--- src/design/atgl_pkg.sv ---
package atgl_pkg;

  // Table sizes and cursor stepping.
  localparam int unsigned GLYPH_SLOTS = 222;
  localparam int unsigned FONT_COUNT  = 4;
  localparam int unsigned TAB_WIDTH   = 8;
  localparam int unsigned VTAB_ROWS   = 6;

  localparam int unsigned SLOT_W     = $clog2(GLYPH_SLOTS);
  localparam int unsigned FIDX_W     = 2;
  localparam int unsigned FONT_SLOTS = 2 ** FIDX_W;
  localparam int unsigned TMOD_W     = (TAB_WIDTH > 1) ? $clog2(TAB_WIDTH) : 1;
  localparam int unsigned VMOD_W     = (VTAB_ROWS > 1) ? $clog2(VTAB_ROWS) : 1;

  localparam logic [TMOD_W-1:0] TAB_LAST  = TMOD_W'(TAB_WIDTH - 1);
  localparam logic [VMOD_W-1:0] VTAB_LAST = VMOD_W'(VTAB_ROWS - 1);

  // Character codes.
  localparam logic [7:0] CH_BS      = 8'h08;
  localparam logic [7:0] CH_TAB     = 8'h09;
  localparam logic [7:0] CH_LF      = 8'h0A;
  localparam logic [7:0] CH_VT      = 8'h0B;
  localparam logic [7:0] CH_CR      = 8'h0D;
  localparam logic [7:0] CTRL_LAST  = 8'h1F;
  localparam logic [7:0] CH_SPACE   = 8'h20;
  localparam logic [7:0] CH_DEL     = 8'h7F;
  localparam logic [7:0] FIRST_CODE = 8'd33;
  localparam logic [7:0] LAST_CODE  = 8'(33 + GLYPH_SLOTS - 1);

  // Register addresses on the configuration port.
  localparam int unsigned PADDR_W = 3;
  localparam logic [PADDR_W-1:0] ADDR_ORIGIN_X = 3'd0;
  localparam logic [PADDR_W-1:0] ADDR_ORIGIN_Y = 3'd4;

  typedef enum logic [1:0] {
    FUNC_GLYPH = 2'd0,
    FUNC_FONT  = 2'd1,
    FUNC_CHAR  = 2'd2
  } atgl_func_e;

  typedef struct packed {
    logic [1:0]        func;
    logic [7:0]        code;
    logic              start_req;
    logic [FIDX_W-1:0] font_index;
    logic [15:0]       field_ax;
    logic [15:0]       field_ay;
    logic [15:0]       field_bx;
    logic [15:0]       field_by;
    logic [15:0]       offset_x;
    logic [15:0]       offset_y;
    logic [15:0]       texture_id;
  } atgl_in_t;

  typedef struct packed {
    logic signed [31:0] screen_x;
    logic signed [31:0] screen_y;
    logic [15:0]        quad_width;
    logic [15:0]        quad_height;
    logic [15:0]        atlas_x;
    logic [15:0]        atlas_y;
    logic [15:0]        texture;
  } atgl_out_t;

  typedef struct packed {
    logic [15:0]       atlas_x;
    logic [15:0]       atlas_y;
    logic [15:0]       width;
    logic [15:0]       height;
    logic [15:0]       off_x;
    logic [15:0]       off_y;
    logic [FIDX_W-1:0] font;
  } glyph_t;

  typedef struct packed {
    logic [15:0] cell_w;
    logic [15:0] cell_h;
    logic [15:0] gap_w;
    logic [15:0] gap_h;
    logic [15:0] texture;
  } font_t;

  // Pipeline enables handed from the top level to the quad stages.
  typedef struct packed {
    logic b_load;
    logic out_load;
  } atgl_pipe_t;

  function automatic logic atgl_is_unknown(input logic [7:0] code);
    return !(code inside {[FIRST_CODE:LAST_CODE]});
  endfunction

  function automatic logic [SLOT_W-1:0] atgl_slot(input logic [7:0] code);
    logic [7:0] diff;
    diff = code - FIRST_CODE;
    return SLOT_W'(diff);
  endfunction

  // A character transaction that produces a quad.
  function automatic logic atgl_is_draw(input atgl_in_t item);
    return (item.func == FUNC_CHAR) &&
           !(item.code inside {[8'h00:CTRL_LAST], CH_DEL, CH_SPACE});
  endfunction

endpackage

--- src/design/atgl_quad.sv ---
module atgl_quad
  import atgl_pkg::*;
(
  input  logic        clk_i,
  input  atgl_pipe_t  pipe_i,
  input  glyph_t      glyph_i,
  input  font_t       font_i,
  input  logic [15:0] col_i,
  input  logic [15:0] row_i,
  input  logic [31:0] origin_x_i,
  input  logic [31:0] origin_y_i,
  output atgl_out_t   quad_o
);

  logic [15:0] b_col_q, b_row_q;
  logic [16:0] b_pitch_x_q, b_pitch_y_q;
  glyph_t      b_glyph_q;
  logic [15:0] b_tex_q;
  logic [32:0] prod_x, prod_y;
  logic [31:0] sx, sy;
  atgl_out_t   out_q;

  always_ff @(posedge clk_i) begin
    if (pipe_i.b_load) begin
      b_col_q     <= col_i;
      b_row_q     <= row_i;
      b_pitch_x_q <= 17'(font_i.cell_w) + 17'(font_i.gap_w);
      b_pitch_y_q <= 17'(font_i.cell_h) + 17'(font_i.gap_h);
      b_glyph_q   <= glyph_i;
      b_tex_q     <= font_i.texture;
    end
  end

  assign prod_x = b_col_q * b_pitch_x_q;
  assign prod_y = b_row_q * b_pitch_y_q;
  assign sx = origin_x_i + prod_x[31:0] + 32'(b_glyph_q.off_x);
  assign sy = origin_y_i - (prod_y[31:0] + 32'(b_glyph_q.height) + 32'(b_glyph_q.off_y));

  always_ff @(posedge clk_i) begin
    if (pipe_i.out_load) begin
      out_q.screen_x    <= sx;
      out_q.screen_y    <= sy;
      out_q.quad_width  <= b_glyph_q.width;
      out_q.quad_height <= b_glyph_q.height;
      out_q.atlas_x     <= b_glyph_q.atlas_x;
      out_q.atlas_y     <= b_glyph_q.atlas_y;
      out_q.texture     <= b_tex_q;
    end
  end

  assign quad_o = out_q;

endmodule

--- config.mk ---
export PLATFORM = sky130hd
export DESIGN_NAME = atgl_quad
export DESIGN_NICKNAME = d
export VERILOG_FILES = /design/src/design/atgl_pkg.sv /design/src/design/atgl_quad.sv
export SDC_FILE = /design/constraint.sdc
export NUM_CORES = 2
export LEC_CHECK = 0
export ABC_AREA = 1
export BUFFER_PORTS_ARGS = -buffer_cell sky130_fd_sc_hd__buf_4
export CAP_MARGIN = 10
export CORE_MARGIN = 5
export CORE_UTILIZATION = 56
export CTS_BUF_LIST = sky130_fd_sc_hd__clkbuf_4 sky130_fd_sc_hd__clkbuf_8
export DETAILED_ROUTE_END_ITERATION = 10
export PLACE_DENSITY = 0.8
export SETUP_SLACK_MARGIN = 0.5
export SLEW_MARGIN = 20
export SYNTH_ARGS = -nofsm -noshare
export SYNTH_HDL_FRONTEND = slang
export SYNTH_SLANG_ARGS = --single-unit
export TNS_END_PERCENT = 100
--- constraint.sdc ---
create_clock -name clk_i -period 4.9 [get_ports clk_i]
set_input_delay 0.49 -clock clk_i [delete_from_list [all_inputs] [get_ports clk_i]]
set_output_delay 0.49 -clock clk_i [all_outputs]
set_load 0.01 [all_outputs]
**Word-level counts from Yosys, hierarchy flattened**

Index checks and enable logic that the tools add are counted.

- Add/subtract/negate cells: 7
- Multipliers: 2

Operators by type and width:

| operator | count |
|---|---|
| 32-bit by 16-bit adder with 32-bit output | 3 |
| 16-bit by 17-bit multiplier with 32-bit output | 2 |
| 16-bit by 16-bit adder with 17-bit output | 2 |
| 32-bit adder | 1 |
| 32-bit subtractor | 1 |

- Bits in registers: 322
- Input bits: 277
- Logic and storage cells: 27
- Output and inout bits: 144

**Depth between registers and ports, before layout**

- Depth after elaboration: 4
- Gate-level depth with buffers: 27
- Mapped depth without buffers: 25

**Least setup slack after synthesis**

No wires, ideal clock.

- Path kind: reg2reg
- Start: reg b_col_q[1]
- End: reg out_q, in the netlist quad_o[132] (data pin)
- Path slack: -463 ps
- Library setup time: 260 ps
- Cell stages (with the launch flop): 21
- Path buffers: 2
- Data required time: 4640 ps
- Period minus slack after synthesis: 5363 ps
- Arrival: 5104 ps
- Cell sequence: edfxtp_1 > clkbuf_1 > clkbuf_1 > nand2_1 > fa_1 > fa_1 > fa_1 > fa_1 > inv_1 > fa_1 > inv_1 > fa_1 > inv_1 > ha_1 > nand2_2 > inv_1 > a21oi_1 > nand3_1 > nand2_1 > nand2_1 > xor2_1

- Cells in the longest elaborated chain, start to end: 3

RTL lines:

| element | line | text |
|---|---|---|
| from (decl) | atgl_quad.sv:15 | `logic [15:0] b_col_q, b_row_q;` |
| from (signal assigned) | atgl_quad.sv:25 | `b_col_q <= col_i;` |
| 16-bit by 17-bit multiplier with 32-bit output | atgl_quad.sv:34 | `assign prod_x = b_col_q * b_pitch_x_q;` |
| 32-bit adder | atgl_quad.sv:36 | `assign sx = origin_x_i + prod_x[31:0] + 32'(b_glyph_q.off_x);` |
| 32-bit by 16-bit adder with 32-bit output | atgl_quad.sv:36 |  |
| via sx[20] | atgl_quad.sv:20 | `logic [31:0] sx, sy;` |
| to (decl) | atgl_quad.sv:21 | `atgl_out_t out_q;` |

The timed path passes the listed nets, and every way through them passes these cells.
A chain may end at the register's enable or synchronous reset.

**Final worst setup path**

- Start: reg b_pitch_y_q[5]
- End: reg out_q, in the netlist quad_o[90] (data pin)

- Cells in the longest elaborated chain, start to end: 4

RTL lines:

| element | line | text |
|---|---|---|
| from (decl) | atgl_quad.sv:16 | `logic [16:0] b_pitch_x_q, b_pitch_y_q;` |
| from (signal assigned) | atgl_quad.sv:28 | `b_pitch_y_q <= 17'(font_i.cell_h) + 17'(font_i.gap_h);` |
| 16-bit by 17-bit multiplier with 32-bit output | atgl_quad.sv:35 | `assign prod_y = b_row_q * b_pitch_y_q;` |
| 32-bit by 16-bit adder with 32-bit output (2 in series) | atgl_quad.sv:37 | `assign sy = origin_y_i - (prod_y[31:0] + 32'(b_glyph_q.height) + 32'(b_glyph_q.off_y));` |
| 32-bit subtractor | atgl_quad.sv:37 |  |
| via sy[10] | atgl_quad.sv:20 |  |

The timed path passes the listed nets, and every way through them passes these cells.

==> run summary <==
The run finished, with violations left. The final reports fail on setup timing. The shortest clock period the worst path allows after layout is 5.47 ns.

Summing every instance area after synthesis gives 0.0350 sq mm. CTS placed an instance of sky130_fd_sc_hd__clkbuf_8 at the clock tree root. During synthesis, Yosys emitted a total of 0 warnings. At the worst endpoint, the required time is 5.32 ns. Setup slack on the worst reg-to-reg path comes out at -0.57 ns. The per-cell via count in the routed design was 5.07; the post-route setup TNS was -17.03 ns. The first global-routing pass estimated 159,000 microns of wire.

The floorplan step defined a die boundary enclosing 0.0676 sq mm. The worst setup path is launched from a register. In this run the worst path has a maximum fanout of 6.

The via count of the first global-routing pass is 30,809, and the total iterations of the first detailed-routing run is 8. Timing would allow up to 183 MHz. The synthesized design spends more area on one cell type than any other, namely sky130_fd_sc_hd__fa_1. Max-cap violations in this run came to 0. Counting flops and latches in the post-synthesis netlist gives 322. Critical path's top delay family: adder cells. For the count of pins on the block boundary, the log shows 421. The floorplan step defined a core boundary enclosing 0.0618 sq mm. The starting density of the core is 0.566. The worst clock skew came out at 0.0266 ns. The category of the most critical setup path is reg2reg.

The total number of placement rows was 91. The routed design has 102,000 microns of wire. The run gives 0.69 ns as the clock latency on the worst-skew pair.

The share of synthesized area occupied by flip-flops and latches was 0.276; the detailed router's first-iteration violation count was 2,551. The mean instance size in the synthesized netlist is 8.84 sq um. The proportion of layout cells with a drive suffix above 1 is 0.282, and the all-layer global routing usage is 0.298. The final cycle utilization of the critical path came out at 1.12. By instance count, the cell type seen most on the critical path is sky130_fd_sc_hd__fa_1. The worst hold path belongs to the class in2reg.

Post-route worst setup slack: -0.565 ns. The total of endpoints with negative setup slack in the final report came out at 48. At the end of routability-driven placement, the weighted congestion stood at 0.914. The largest single stage delay on the critical path is 0.53 ns.

The depth of the worst hold-timing path is 2. The final-report hold violation count came out at 0. STA puts the critical path data arrival time at 5.88 ns.

The count of nets left with antenna violations once routing finished came out at 0. The cell count after synthesis came out at 3,963. Initial antenna violation count: 9. The launch instance of the worst min-delay path is font_i[48].

The buffers plus inverters on the worst setup path was 9. The endpoint of the worst register-to-register path was quad_o[90]. The max-slew headroom at the worst pin was 0.420. On the critical path, the stage with the largest delay is an instance of sky130_fd_sc_hd__fa_1. After detailed placement, the design holds a cell count of 5,334. The level count of the clock H-tree is 2.

Measured along the y axis, the die boundary spans 260 microns. After detailed routing, the number of remaining DRC violations is 0. TritonCTS built the clock tree. Once layout is complete, the cells apart from fillers number 5,640. The number of different library cells used by synthesis comes to 35. In the final routed layout, each cell accounts on average for 18.2 microns.

The post-synthesis to final-layout area growth came out at 33.5%. The fraction of post-synthesis cell area in the top cell type by area came out at 0.304. Setup repair after global routing could not meet its margin everywhere. By area the synthesized netlist is led by sky130_fd_sc_hd__fa_1 30%, sky130_fd_sc_hd__edfxtp_1 28%, sky130_fd_sc_hd__inv_1 14%.

The length in cells of the worst reg-to-reg path is 22. The die is 260 microns wide. The net count of the mapped netlist is 5,030. The slew at the pin closest to its max-slew limit was 0.870 ns. The layout has 3,794 filler cells. The worst flop-to-flop path startpoint was b_pitch_y_q[5]. For this block, the via count after detailed routing is 28,610.

During placement, the flow inserted port buffers numbering 418. After clock tree synthesis, the clock-pin slew on the worst setup and hold paths is 0.06 ns. The pin count of the biggest net entering global routing is 93, and the total number of nets in the final design is 5,825. The critical path goes through buf_12 > nand2_1 > inv_2 > fa_2 > inv_2 > fa_1 > inv_1 > fa_1 > fa_1 > inv_1 > fa_1 > inv_1 > fa_1 > inv_2 > ha_4 > nand2_4 > inv_1 > nand2_1 > nand2_2 > nand3b_1 > buf_4 > xor2_2.

The logs give -0.350 ns for the worst slack after detailed placement and 74,500 microns for the final HPWL from detailed placement. For hold timing, the worst endpoint is b_pitch_y_q[0]. After global routing the overflow that remains totals 0.

The kind of end point of the critical path is a register. TritonCTS created 55 clock buffers. Buffer depth of the longest clock path: 3.

The final-layout worst hold slack is 0.110 ns. The logs give 0 for the final max-slew violation count and 322 for the number of sinks handled by clock tree synthesis.
## cell usage after synthesis
| master | number |
|---|---|
| sky130_fd_sc_hd__a21boi_0 | 2 |
| sky130_fd_sc_hd__a21o_1 | 2 |
| sky130_fd_sc_hd__a21oi_1 | 75 |
| sky130_fd_sc_hd__a31oi_1 | 3 |
| sky130_fd_sc_hd__and2_1 | 7 |
| sky130_fd_sc_hd__buf_1 | 1 |
| sky130_fd_sc_hd__buf_2 | 5 |
| sky130_fd_sc_hd__clkbuf_1 | 125 |
| sky130_fd_sc_hd__clkbuf_2 | 1 |
| sky130_fd_sc_hd__edfxtp_1 | 322 |
| sky130_fd_sc_hd__fa_1 | 531 |
| sky130_fd_sc_hd__ha_1 | 259 |
| sky130_fd_sc_hd__inv_1 | 1266 |
| sky130_fd_sc_hd__inv_2 | 2 |
| sky130_fd_sc_hd__nand2_1 | 1043 |
| sky130_fd_sc_hd__nand2_2 | 13 |
| sky130_fd_sc_hd__nand2b_1 | 1 |
| sky130_fd_sc_hd__nand3_1 | 72 |
| sky130_fd_sc_hd__nand3_2 | 5 |
| sky130_fd_sc_hd__nand3b_1 | 6 |
| sky130_fd_sc_hd__nand4_1 | 13 |
| sky130_fd_sc_hd__nand4_2 | 1 |
| sky130_fd_sc_hd__nor2_1 | 97 |
| sky130_fd_sc_hd__nor2_2 | 10 |
| sky130_fd_sc_hd__nor2_4 | 2 |
| sky130_fd_sc_hd__o21a_1 | 2 |
| sky130_fd_sc_hd__o21ai_0 | 25 |
| sky130_fd_sc_hd__o21ai_1 | 1 |
| sky130_fd_sc_hd__o21ai_2 | 1 |
| sky130_fd_sc_hd__o21bai_1 | 7 |
| sky130_fd_sc_hd__o21bai_2 | 2 |
| sky130_fd_sc_hd__or2_1 | 1 |
| sky130_fd_sc_hd__or2_2 | 4 |
| sky130_fd_sc_hd__xnor2_1 | 9 |
| sky130_fd_sc_hd__xor2_1 | 47 |
## registers in the layout (all words and copies together) (netlist names)
| register | cells |
|---|---|
| b_pitch_x_q | 17 |
| b_tex_q | 16 |
| b_glyph_q | 96 |
| b_col_q | 16 |
| quad_o | 144 |
| b_pitch_y_q | 17 |
| b_row_q | 16 |
## area by class of cell
cell class / instances / area, sq um / area share
inverter: 1268 / 4760 / 0.102
multi-input combinational: 2241 / 22400 / 0.479
clock inverter: 30 / 318 / 0.00679
antenna: 9 / 22.5 / 0.000482
tap: 837 / 1050 / 0.0224
clock buffer: 63 / 817 / 0.0175
timing repair buffer: 870 / 7730 / 0.165
sequential: 322 / 9670 / 0.207
## cells by family after synthesis
group	share of synthesized area
AOI/OAI and AO/OA	0.0186
buffers and inverters	0.150
and+or+nand+nor	0.145
adders and majority gates	0.396
DFF	0.276
xor gates and xnor gates	0.0140
## worst register-to-register path: stages, from the launching register on
cell                       delay (ns)
sky130_fd_sc_hd__edfxtp_1        0.48
sky130_fd_sc_hd__buf_12          0.19
sky130_fd_sc_hd__nand2_1         0.09
sky130_fd_sc_hd__inv_2           0.05
sky130_fd_sc_hd__fa_2            0.40
sky130_fd_sc_hd__inv_2           0.06
sky130_fd_sc_hd__fa_1            0.40
sky130_fd_sc_hd__inv_1           0.08
sky130_fd_sc_hd__fa_1            0.47
sky130_fd_sc_hd__fa_1            0.51
sky130_fd_sc_hd__inv_1           0.06
sky130_fd_sc_hd__fa_1            0.49
sky130_fd_sc_hd__inv_1           0.06
sky130_fd_sc_hd__fa_1            0.53
sky130_fd_sc_hd__inv_2           0.05
sky130_fd_sc_hd__ha_4            0.26
sky130_fd_sc_hd__nand2_4         0.11
sky130_fd_sc_hd__inv_1           0.08
sky130_fd_sc_hd__nand2_1         0.11
sky130_fd_sc_hd__nand2_2         0.09
sky130_fd_sc_hd__nand3b_1        0.26
sky130_fd_sc_hd__buf_4           0.20
sky130_fd_sc_hd__xor2_2          0.17
## timing repair
| action | in CTS | in global routing |
|---|---|---|
| resized for setup | 280 | 175 |
| cloned | 1 | 0 |
| endpoints found under the setup margin | 53 | 56 |
| endpoints found under the hold margin | 144 | 0 |
| setup buffers | 39 | 20 |
| pin swaps | 128 | 107 |
| hold buffers | 144 | 0 |
## layout by cell type, fill, tap and decap left out, types with 55 or more instances in the layout
master / instances
sky130_fd_sc_hd__ha_4: 57
sky130_fd_sc_hd__clkbuf_8: 56
sky130_fd_sc_hd__nand3_1: 55
sky130_fd_sc_hd__fa_1: 494
sky130_fd_sc_hd__dlygate4sd3_1: 144
sky130_fd_sc_hd__nand2_1: 854
sky130_fd_sc_hd__ha_1: 194
sky130_fd_sc_hd__edfxtp_1: 322
sky130_fd_sc_hd__nand2_2: 141
sky130_fd_sc_hd__nand2_4: 60
sky130_fd_sc_hd__inv_1: 1156
sky130_fd_sc_hd__nor2_1: 57
sky130_fd_sc_hd__inv_2: 111
sky130_fd_sc_hd__buf_4: 618
sky130_fd_sc_hd__buf_6: 56
## how the worst max path moves through the flow
stage / from / to / slack (ns) / cells past startpoint
global placement: b_pitch_x_q[14] / quad_o[143] / -0.30 / 21
finish: b_pitch_y_q[5] / quad_o[90] / -0.57 / 22
global route: b_pitch_y_q[5] / quad_o[90] / -0.61 / 22
detailed placement: b_pitch_y_q[12] / quad_o[102] / -0.35 / 22
floorplan: b_col_q[4] / quad_o[143] / -0.09 / 23
CTS: b_pitch_y_q[5] / quad_o[102] / -0.33 / 22
## stage by stage
| step | utilization | area (sq um) |
|---|---|---|
| after floorplan | - | 36900 |
| after global placement | 0.682 | 42200 |
| after detailed placement | 0.682 | 42200 |
| after CTS | 0.744 | 46000 |
| after global routing | 0.756 | 46800 |
| final | 0.757 | 46800 |
## layer usage
metal | track usage | wire (microns) | part of all wire | vias up
met5 | 0 | 42 | 0.00041 | -
li1 | - | - | - | 12992
met2 | 0.493 | 48900 | 0.48 | 1392
met1 | 0.385 | 39200 | 0.38 | 13847
met4 | 0.117 | 4810 | 0.047 | 6
met3 | 0.0686 | 9430 | 0.092 | 373
Power is left out: the tool's default activity adds up to more than one toggle a clock period on the data nets, which glitch-free logic cannot reach.
